## config.mk

```make
export PLATFORM = sky130hd
export DESIGN_NAME = key_value_config_lexer
export DESIGN_NICKNAME = d
export VERILOG_FILES = /design/src/rtl/kvl_pkg.sv /design/src/rtl/kvl_front.sv /design/src/rtl/kvl_fifo.sv /design/src/rtl/kvl_back.sv /design/src/rtl/key_value_config_lexer.sv
export SDC_FILE = /design/constraint.sdc
export NUM_CORES = 1
export LEC_CHECK = 0
export ABC_CLOCK_PERIOD_IN_PS = 14600
export BUFFER_PORTS_ARGS = -buffer_cell sky130_fd_sc_hd__buf_2
export CORE_AREA = 8 8 128 130
export DETAILED_ROUTE_END_ITERATION = 16
export DIE_AREA = 0 0 136 138
export PLACE_DENSITY = 0.75
export SLEW_MARGIN = 20
export SYNTH_ARGS = -nofsm -noshare
export SYNTH_HDL_FRONTEND = slang
export SYNTH_HIERARCHICAL = 1
export SYNTH_SLANG_ARGS = --single-unit
export TNS_END_PERCENT = 5
```

## constraint.sdc

```tcl
create_clock -name clock -period 14.6 [get_ports clock]
set_clock_uncertainty 0.1 [all_clocks]
set_input_delay 1.46 -clock clock [delete_from_list [all_inputs] [get_ports clock]]
set_output_delay 1.46 -clock clock [all_outputs]
set_load 0.05 [all_outputs]
```

## src/rtl/kvl_pkg.sv

```systemverilog
// Shared types and constants for the key/value config lexer.
// Depends on nothing; used by every module of the block.
`default_nettype none

package kvl_pkg;

   localparam logic [7:0] MAX_TOKEN_LEN = 8'd255;

   localparam int FIFO_DEPTH = 4;
   localparam int FIFO_PTR_W = $clog2(FIFO_DEPTH);
   localparam int FIFO_CNT_W = $clog2(FIFO_DEPTH + 1);

   localparam logic [7:0] CH_NUL   = 8'h00;
   localparam logic [7:0] CH_TAB   = 8'h09;
   localparam logic [7:0] CH_LF    = 8'h0A;
   localparam logic [7:0] CH_CR    = 8'h0D;
   localparam logic [7:0] CH_SPACE = 8'h20;
   localparam logic [7:0] CH_DQUOT = 8'h22;
   localparam logic [7:0] CH_HASH  = 8'h23;
   localparam logic [7:0] CH_SQUOT = 8'h27;
   localparam logic [7:0] CH_SEMI  = 8'h3B;
   localparam logic [7:0] CH_EQUAL = 8'h3D;

   typedef enum logic [1:0] {
      MODE_BLANK   = 2'd0,
      MODE_COMMENT = 2'd1,
      MODE_WORD    = 2'd2,
      MODE_STRING  = 2'd3
   } mode_type;

   typedef enum logic [2:0] {
      KIND_WORD   = 3'd0,
      KIND_STRING = 3'd1,
      KIND_EQUAL  = 3'd2,
      KIND_SEMI   = 3'd3,
      KIND_END    = 3'd4
   } kind_type;

   typedef enum logic [1:0] {
      ST_OK       = 2'd0,
      ST_ORDER    = 2'd1,
      ST_UNTERM   = 2'd2,
      ST_TOO_LONG = 2'd3
   } status_type;

   typedef struct packed {
      logic [2:0] kind;
      logic       has_char;
      logic [7:0] ch;
      logic       token_done;
      logic [1:0] status;
      logic       last;
   } result_type;

   // one queue word: all results caused by one input byte
   typedef struct packed {
      logic       two;
      result_type r0;
      result_type r1;
   } entry_type;

endpackage

`default_nettype wire

```

## src/rtl/kvl_front.sv

```systemverilog
// Front end: accepts text bytes, runs the mode machine and order checker,
// and pushes the results of each byte as one word. Depends on kvl_pkg.
`default_nettype none

module kvl_front (
   input  wire logic               clock,
   input  wire logic               reset,
   input  wire logic               req_valid,
   output logic                    req_ready,
   input  wire logic [7:0]         req_in_char,
   input  wire logic               q_full,
   output logic                    q_push,
   output kvl_pkg::entry_type      q_word
);

   kvl_pkg::mode_type   mode_ff, mode_in;
   logic                quote_ff, quote_in;
   logic [1:0]          pos_ff, pos_in;
   logic [7:0]          len_ff, len_in;
   kvl_pkg::status_type err_ff, err_in;

   kvl_pkg::result_type res [2];
   logic [1:0]          cnt;
   logic                do_blank, do_chk, chk_ok, addb, fin, is_sep;
   kvl_pkg::kind_type   chk_kind, add_kind;
   kvl_pkg::result_type tmp;
   logic                accept;
   logic [7:0]          c;

   assign c         = req_in_char;
   assign req_ready = !q_full;
   assign accept    = req_valid && req_ready;
   assign is_sep    = (c == kvl_pkg::CH_SPACE) || (c == kvl_pkg::CH_TAB) ||
                      (c == kvl_pkg::CH_CR) || (c == kvl_pkg::CH_LF);

   always_comb begin
      mode_in  = mode_ff;
      quote_in = quote_ff;
      pos_in   = pos_ff;
      len_in   = len_ff;
      err_in   = err_ff;
      res[0]   = '0;
      res[1]   = '0;
      cnt      = 2'd0;
      do_blank = 1'b0;
      do_chk   = 1'b0;
      chk_ok   = 1'b0;
      chk_kind = kvl_pkg::KIND_WORD;
      addb     = 1'b0;
      add_kind = kvl_pkg::KIND_WORD;
      fin      = 1'b0;
      tmp      = '0;

      case (mode_ff)
         kvl_pkg::MODE_BLANK: begin
            do_blank = 1'b1;
         end
         kvl_pkg::MODE_COMMENT: begin
            if (c == kvl_pkg::CH_NUL) begin
               fin = 1'b1;
            end else if (c == kvl_pkg::CH_LF) begin
               mode_in = kvl_pkg::MODE_BLANK;
            end
         end
         kvl_pkg::MODE_WORD: begin
            if (is_sep || c == kvl_pkg::CH_EQUAL || c == kvl_pkg::CH_SEMI ||
                c == kvl_pkg::CH_NUL) begin
               if (err_in == kvl_pkg::ST_OK) begin
                  tmp            = '0;
                  tmp.kind       = kvl_pkg::KIND_WORD;
                  tmp.token_done = 1'b1;
                  res[cnt[0]]    = tmp;
                  cnt            = cnt + 2'd1;
               end
               len_in   = '0;
               mode_in  = kvl_pkg::MODE_BLANK;
               do_blank = 1'b1;
            end else begin
               addb     = 1'b1;
               add_kind = kvl_pkg::KIND_WORD;
            end
         end
         default: begin
            if (c == kvl_pkg::CH_NUL) begin
               fin = 1'b1;
            end else if ((!quote_ff && c == kvl_pkg::CH_DQUOT) ||
                         (quote_ff && c == kvl_pkg::CH_SQUOT)) begin
               if (err_in == kvl_pkg::ST_OK) begin
                  tmp            = '0;
                  tmp.kind       = kvl_pkg::KIND_STRING;
                  tmp.token_done = 1'b1;
                  res[cnt[0]]    = tmp;
                  cnt            = cnt + 2'd1;
               end
               len_in  = '0;
               mode_in = kvl_pkg::MODE_BLANK;
            end else begin
               addb     = 1'b1;
               add_kind = kvl_pkg::KIND_STRING;
            end
         end
      endcase

      if (do_blank) begin
         if (c == kvl_pkg::CH_NUL) begin
            mode_in = kvl_pkg::MODE_BLANK;
            fin     = 1'b1;
         end else if (c == kvl_pkg::CH_HASH) begin
            mode_in = kvl_pkg::MODE_COMMENT;
         end else if (is_sep) begin
            mode_in = kvl_pkg::MODE_BLANK;
         end else if (c == kvl_pkg::CH_EQUAL || c == kvl_pkg::CH_SEMI) begin
            mode_in  = kvl_pkg::MODE_BLANK;
            do_chk   = 1'b1;
            chk_kind = (c == kvl_pkg::CH_EQUAL) ? kvl_pkg::KIND_EQUAL
                                                : kvl_pkg::KIND_SEMI;
         end else if (c == kvl_pkg::CH_DQUOT || c == kvl_pkg::CH_SQUOT) begin
            quote_in = (c == kvl_pkg::CH_SQUOT);
            mode_in  = kvl_pkg::MODE_STRING;
            len_in   = '0;
            do_chk   = 1'b1;
            chk_kind = kvl_pkg::KIND_STRING;
         end else begin
            mode_in  = kvl_pkg::MODE_WORD;
            len_in   = '0;
            do_chk   = 1'b1;
            chk_kind = kvl_pkg::KIND_WORD;
            addb     = 1'b1;
            add_kind = kvl_pkg::KIND_WORD;
         end
      end

      // statement order check
      if (do_chk && err_in == kvl_pkg::ST_OK) begin
         case (pos_ff)
            2'd0:    chk_ok = (chk_kind == kvl_pkg::KIND_WORD);
            2'd1:    chk_ok = (chk_kind == kvl_pkg::KIND_EQUAL);
            2'd2:    chk_ok = (chk_kind inside {kvl_pkg::KIND_WORD,
                                                kvl_pkg::KIND_STRING});
            default: chk_ok = (chk_kind == kvl_pkg::KIND_SEMI);
         endcase
         if (!chk_ok) begin
            err_in = kvl_pkg::ST_ORDER;
         end else begin
            pos_in = pos_ff + 2'd1;
            if (chk_kind == kvl_pkg::KIND_EQUAL || chk_kind == kvl_pkg::KIND_SEMI) begin
               tmp         = '0;
               tmp.kind    = chk_kind;
               res[cnt[0]] = tmp;
               cnt         = cnt + 2'd1;
            end
         end
      end

      if (addb && err_in == kvl_pkg::ST_OK) begin
         if (len_in >= kvl_pkg::MAX_TOKEN_LEN) begin
            err_in = kvl_pkg::ST_TOO_LONG;
         end else begin
            len_in       = len_in + 8'd1;
            tmp          = '0;
            tmp.kind     = add_kind;
            tmp.has_char = 1'b1;
            tmp.ch       = c;
            res[cnt[0]]  = tmp;
            cnt          = cnt + 2'd1;
         end
      end

      if (fin) begin
         tmp      = '0;
         tmp.kind = kvl_pkg::KIND_END;
         if (err_in != kvl_pkg::ST_OK) begin
            tmp.status = err_in;
         end else if (mode_in == kvl_pkg::MODE_STRING) begin
            tmp.status = kvl_pkg::ST_UNTERM;
         end else if (pos_in != 2'd0) begin
            tmp.status = kvl_pkg::ST_ORDER;
         end
         res[cnt[0]] = tmp;
         cnt         = cnt + 2'd1;
         mode_in     = kvl_pkg::MODE_BLANK;
         quote_in    = 1'b0;
         pos_in      = '0;
         len_in      = '0;
         err_in      = kvl_pkg::ST_OK;
      end

      if (cnt == 2'd2) begin
         res[1].last = 1'b1;
      end else begin
         res[0].last = 1'b1;
      end
   end

   assign q_push = accept && (cnt != 2'd0);
   assign q_word = {cnt == 2'd2, res[0], res[1]};

   always_ff @(posedge clock) begin
      if (reset) begin
         mode_ff  <= kvl_pkg::MODE_BLANK;
         quote_ff <= 1'b0;
         pos_ff   <= '0;
         len_ff   <= '0;
         err_ff   <= kvl_pkg::ST_OK;
      end else if (accept) begin
         mode_ff  <= mode_in;
         quote_ff <= quote_in;
         pos_ff   <= pos_in;
         len_ff   <= len_in;
         err_ff   <= err_in;
      end
   end

endmodule

`default_nettype wire

```

## src/rtl/kvl_fifo.sv

```systemverilog
// Short queue of result words between the front and back ends.
// Depends on kvl_pkg.
`default_nettype none

module kvl_fifo (
   input  wire logic                clock,
   input  wire logic                reset,
   input  wire logic                push,
   input  wire kvl_pkg::entry_type  wr_word,
   input  wire logic                pop,
   output kvl_pkg::entry_type       rd_word,
   output logic                     full,
   output logic                     empty
);

   kvl_pkg::entry_type                  mem_ff [kvl_pkg::FIFO_DEPTH];
   logic [kvl_pkg::FIFO_PTR_W-1:0]      wr_ptr_ff, rd_ptr_ff;
   logic [kvl_pkg::FIFO_CNT_W-1:0]      cnt_ff, cnt_in;
   logic                                do_push, do_pop;

   assign full    = (cnt_ff == kvl_pkg::FIFO_CNT_W'(kvl_pkg::FIFO_DEPTH));
   assign empty   = (cnt_ff == '0);
   assign do_push = push && !full;
   assign do_pop  = pop && !empty;
   assign rd_word = mem_ff[rd_ptr_ff];

   always_comb begin
      cnt_in = cnt_ff;
      if (do_push && !do_pop) begin
         cnt_in = cnt_ff + kvl_pkg::FIFO_CNT_W'(1);
      end else if (do_pop && !do_push) begin
         cnt_in = cnt_ff - kvl_pkg::FIFO_CNT_W'(1);
      end
   end

   always_ff @(posedge clock) begin
      if (reset) begin
         wr_ptr_ff <= '0;
         rd_ptr_ff <= '0;
         cnt_ff    <= '0;
      end else begin
         cnt_ff <= cnt_in;
         if (do_push) begin
            wr_ptr_ff <= wr_ptr_ff + kvl_pkg::FIFO_PTR_W'(1);
         end
         if (do_pop) begin
            rd_ptr_ff <= rd_ptr_ff + kvl_pkg::FIFO_PTR_W'(1);
         end
      end
   end

   always_ff @(posedge clock) begin
      if (do_push) begin
         mem_ff[wr_ptr_ff] <= wr_word;
      end
   end

endmodule

`default_nettype wire

```

## src/rtl/kvl_back.sv

```systemverilog
// Back end: pops queue words and drives results one per cycle, while
// rsp_ready is high, through a registered output, holding a second
// result when a word carries two. Depends on kvl_pkg.
`default_nettype none

module kvl_back (
   input  wire logic                clock,
   input  wire logic                reset,
   input  wire kvl_pkg::entry_type  q_word,
   input  wire logic                q_empty,
   output logic                     q_pop,
   output logic                     rsp_valid,
   input  wire logic                rsp_ready,
   output logic [2:0]               rsp_out_kind,
   output logic                     rsp_has_char,
   output logic [7:0]               rsp_out_char,
   output logic                     rsp_token_done,
   output logic [1:0]               rsp_status,
   output logic                     rsp_last_of_run
);

   kvl_pkg::result_type out_ff, sec_ff;
   logic                valid_ff, sec_valid_ff;
   logic                load;

   assign load  = !valid_ff || rsp_ready;
   assign q_pop = load && !sec_valid_ff && !q_empty;

   always_ff @(posedge clock) begin
      if (reset) begin
         valid_ff     <= 1'b0;
         sec_valid_ff <= 1'b0;
      end else if (load) begin
         if (sec_valid_ff) begin
            valid_ff     <= 1'b1;
            sec_valid_ff <= 1'b0;
         end else if (!q_empty) begin
            valid_ff     <= 1'b1;
            sec_valid_ff <= q_word.two;
         end else begin
            valid_ff <= 1'b0;
         end
      end
   end

   always_ff @(posedge clock) begin
      if (load) begin
         if (sec_valid_ff) begin
            out_ff <= sec_ff;
         end else if (!q_empty) begin
            out_ff <= q_word.r0;
            sec_ff <= q_word.r1;
         end
      end
   end

   assign rsp_valid       = valid_ff;
   assign rsp_out_kind    = out_ff.kind;
   assign rsp_has_char    = out_ff.has_char;
   assign rsp_out_char    = out_ff.ch;
   assign rsp_token_done  = out_ff.token_done;
   assign rsp_status      = out_ff.status;
   assign rsp_last_of_run = out_ff.last;

endmodule

`default_nettype wire

```

## src/rtl/key_value_config_lexer.sv

```systemverilog
// Key/value config lexer top level: front end, result queue, back end.
// Depends on kvl_pkg, kvl_front, kvl_fifo and kvl_back.
//
// One text byte is accepted per cycle while the four-word result queue
// has room. Results leave one per cycle while rsp_ready is high; for a
// byte that yields two (token close plus '=', ';' or end) the back end
// holds the second until the first is taken. Results pass through the
// queue and the back end's output register before they are offered.
// A zero byte ends the text, emits the status and restarts the lexer,
// so texts may follow back to back.
`default_nettype none

module key_value_config_lexer (
   input  wire logic        clock,
   input  wire logic        reset,
   input  wire logic        req_valid,
   output logic             req_ready,
   input  wire logic [7:0]  req_in_char,
   output logic             rsp_valid,
   input  wire logic        rsp_ready,
   output logic [2:0]       rsp_out_kind,
   output logic             rsp_has_char,
   output logic [7:0]       rsp_out_char,
   output logic             rsp_token_done,
   output logic [1:0]       rsp_status,
   output logic             rsp_last_of_run
);

   kvl_pkg::entry_type push_word, pop_word;
   logic               q_push, q_pop, q_full, q_empty;

   kvl_front u_front (
      .clock       (clock),
      .reset       (reset),
      .req_valid   (req_valid),
      .req_ready   (req_ready),
      .req_in_char (req_in_char),
      .q_full      (q_full),
      .q_push      (q_push),
      .q_word      (push_word)
   );

   kvl_fifo u_fifo (
      .clock   (clock),
      .reset   (reset),
      .push    (q_push),
      .wr_word (push_word),
      .pop     (q_pop),
      .rd_word (pop_word),
      .full    (q_full),
      .empty   (q_empty)
   );

   kvl_back u_back (
      .clock           (clock),
      .reset           (reset),
      .q_word          (pop_word),
      .q_empty         (q_empty),
      .q_pop           (q_pop),
      .rsp_valid       (rsp_valid),
      .rsp_ready       (rsp_ready),
      .rsp_out_kind    (rsp_out_kind),
      .rsp_has_char    (rsp_has_char),
      .rsp_out_char    (rsp_out_char),
      .rsp_token_done  (rsp_token_done),
      .rsp_status      (rsp_status),
      .rsp_last_of_run (rsp_last_of_run)
   );

endmodule

`default_nettype wire

```

==> flow_summary.json <==
{
  "yosysSeqAreaShare_pct": 64.2,
  "crit_slowest_cell": "or3b_1",
  "rsz0062_at_grt": "no",
  "clkPwrFrac_pct": 25.8,
  "fin_cells": 770,
  "grt_antenna_before_repair": 0,
  "path_buf_inv": 4,
  "ys_top_cells_by_area": "edfxtp_1, mux4_2, dfxtp_1",
  "area_delta_synth_final_pct": 9.35,
  "path_class": "in2reg",
  "grt_max_degree": 34,
  "min-delay-start": "u_front/len_ff[4]",
  "pwr_density_cell_mw_per_mm2": 185,
  "numCtsBuffers": 17,
  "htreeDepth": 4,
  "drive_above_1_share_pct": 23.4,
  "synth_common_cells": "edfxtp_1, mux4_2, nor2_1",
  "crit_family": "simple AND/OR/NAND/NOR gates",
  "syn_inst": 547,
  "p_comb_share_pct": 28.6,
  "worstMarginPinSlew_ns": 1.00,
  "tns_ns": 0,
  "ant_nets": 0,
  "critPathMaxFanout": 10,
  "hold_buffers": 0,
  "drtPass1Iterations": 5,
  "fmax_mhz": 153,
  "dp_hpwl_mm": 10.2,
  "seq_power_share_pct": 45.6,
  "intPower_uw": 1170,
  "critPathMostFrequentCell": "ha_1",
  "path_cells": "buf_2 -> or3b_1 -> or3_4 -> o21a_1 -> nand3_1 -> and3_1 -> ha_1 -> and3_1 -> and3_1 -> nand3_2 -> ha_1 -> mux2i_1 -> inv_1 -> ha_1 -> o21a_1 -> inv_1 -> nor2_1 -> ha_1 -> inv_1 -> fa_1 -> xor2_1 -> or3_1 -> a21oi_1",
  "drt_iter0_markers": 325,
  "power_uw": 1710,
  "synth_largest_area_cell": "edfxtp_1",
  "nNetsFinal": 601,
  "port_buffers": 29,
  "core_mm2": 0.0143,
  "clk_path_buf_depth": 2,
  "synth-edff-count": 164,
  "async_flop_share_pct": 0,
  "design.die.area_mm2": 0.0188,
  "ys.flop_type": "edfxtp_1",
  "crit_path_end_kind": "register",
  "period_needed_ns": 6.53,
  "vdd_drop_max_uv": 88.9,
  "fp.dieW_um": 136,
  "cts.sinks": 190,
  "postCtsSetupBuffers": 0,
  "clk_latency_ns": 0.42,
  "cp-start-kind": "input pin",
  "wl_mm": 16.0,
  "outcome": "complete, no violations",
  "max_stage_delay_ns": 0.51,
  "relSlewSlack_pct": 33.1,
  "std_cell_rows": 44,
  "period_share_pct": 44.7,
  "switching_share_pct": 31.9,
  "yosysWarnings": 6,
  "gp_congestion": 0.853,
  "cp_data_required_time_ns": 14.84,
  "drc": 0,
  "fp.dieH_um": 138,
  "r2r_start": "u_front/mode_ff[0]",
  "synth_top_area_share_pct": 58.0,
  "cts_tree": "yes",
  "leakage_uw": 0.00318,
  "ioPinCount": 30,
  "synth.ff_latch_count": 190,
  "hold_viol_final": 0,
  "syn-mean-instance-area_um2": 15.5,
  "start_util_pct": 59.3,
  "overflow": 0,
  "antenna_cells": 0,
  "crit_path_start": "req_in_char[7]",
  "dp.cells": 738,
  "synth.most_common_cell": "edfxtp_1",
  "synth_cell_types": 75,
  "path_clk_slew_ns": 0.06,
  "cts_resized": 0,
  "synth_area_mm2": 0.00848,
  "setup_viol": 0,
  "grt_usage_pct": 17.6,
  "p_sw_uw": 547,
  "min_path_type": "reg2reg",
  "grt_pass1_vias": 4834,
  "arrival_ns": 6.77,
  "drv_slew": 0,
  "avgViaCountPerCell": 6.18,
  "grt_first_pass_wirelength_mm": 25.5,
  "vias": 4758,
  "maxCapViolCount": 0,
  "post_drt_wl_per_cell_um": 20.8,
  "cts_root_buf": "clkbuf_16"
}
==> path summary, 6_finish.rpt <==
path | endpoint | slack, ns | cells past startpoint
max | u_fifo/cnt_ff[2] | 8.07 | 23
min | u_front/len_ff[4] | 0.40 | 2
max reg2reg | u_fifo/cnt_ff[2] | 9.37 | 18
min reg2reg | u_front/len_ff[4] | 0.40 | 2
==> placed cells by master (no fill, tap or decap), drive strengths merged, types with 4 or more instances in the layout <==
master	n
a211oi	4
nor4	4
nor3	14
o21ai	12
ha	15
mux4	33
nand3	11
nand2	22
or3	6
o211ai	6
dfxtp	26
nor3b	4
edfxtp	164
nand2b	6
a21oi	18
and3	24
nor2	29
xnor2	4
inv	16
a22oi	4
clkbuf	23
mux2	18
nor2b	7
xor2	4
buf	36
a31oi	9
and2	10
mux2i	4
==> metal layers <==
metal	GRT usage [%]	up-vias	share of wire (%)
met5	0	-	0
li1	-	2214	-
met4	7.23	0	1.6
met1	22.6	2394	43
met3	3.73	17	5.5
met2	28.3	133	50
==> flip-flops by register name, indices dropped and copies added (netlist names), 3 cells and up, named ones only <==
name and flops:
u_front/len_ff 8, u_fifo/mem_ff 132, u_back/rsp_out_char 8, u_back/rsp_out_kind 3, u_back/sec_ff 16, u_fifo/cnt_ff 3
==> power by group through the flow <==
stage	combinational, µW	sequential (µW)	clock (µW)
finish	491	782	442
CTS	496	784	451
global route	528	793	472
floorplan	308	864	0
global placement	482	787	0
detailed placement	491	794	0
==> cell families (layout without fill, tap and decap cells) <==
kind of cell,Yosys count,count (layout),share of synthesized area [%]
AOI/OAI and AO/OA,75,75,6.43
xor gates and xnor gates,8,8,0.826
adders and majority gates,16,16,2.45
buffers and inverters,45,83,3.29
DFF,190,190,64.2
muxes,55,55,11.8
other,1,2,0.0442
and+or+nand+nor,157,157,11.0
==> final cells by class <==
cell class / instances / area, µm²
sequential: 190 / 5450
fill: 987 / 5040
multi-input combinational: 313 / 2780
clock inverter: 9 / 113
clock buffer: 23 / 458
inverter: 15 / 56.3
timing repair buffer: 36 / 198
tap: 184 / 230
==> worst reg2reg max path, cell delays in order (launching register included) <==
cell and delay (ns):
dfxtp_1 0.48, nand4b_1 0.32, nor4_1 0.26, a32oi_1 0.12, a211oi_2 0.62, mux2_2 0.50
ha_1 0.30, mux2i_1 0.25, inv_1 0.08, ha_1 0.31, o21a_1 0.12, inv_1 0.05
nor2_1 0.27, ha_1 0.24, inv_1 0.07, fa_1 0.43, xor2_1 0.18, or3_1 0.31
a21oi_1 0.14
==> stage by stage <==
step / instance area (µm²) / hold slack (ns) / util, % / setup WS, ns
after floorplan: 8490 / 0.345 / - / 8.29
after global placement: 8710 / 0.364 / 60.8 / 7.86
after detailed placement: 8710 / 0.380 / 60.8 / 7.68
after CTS: 9280 / 0.392 / 64.8 / 8.10
after global routing: 9280 / 0.406 / 64.8 / 7.61
final: 9280 / 0.400 / 64.8 / 8.07
No activity file was read; power rests on OpenSTA's default activity.
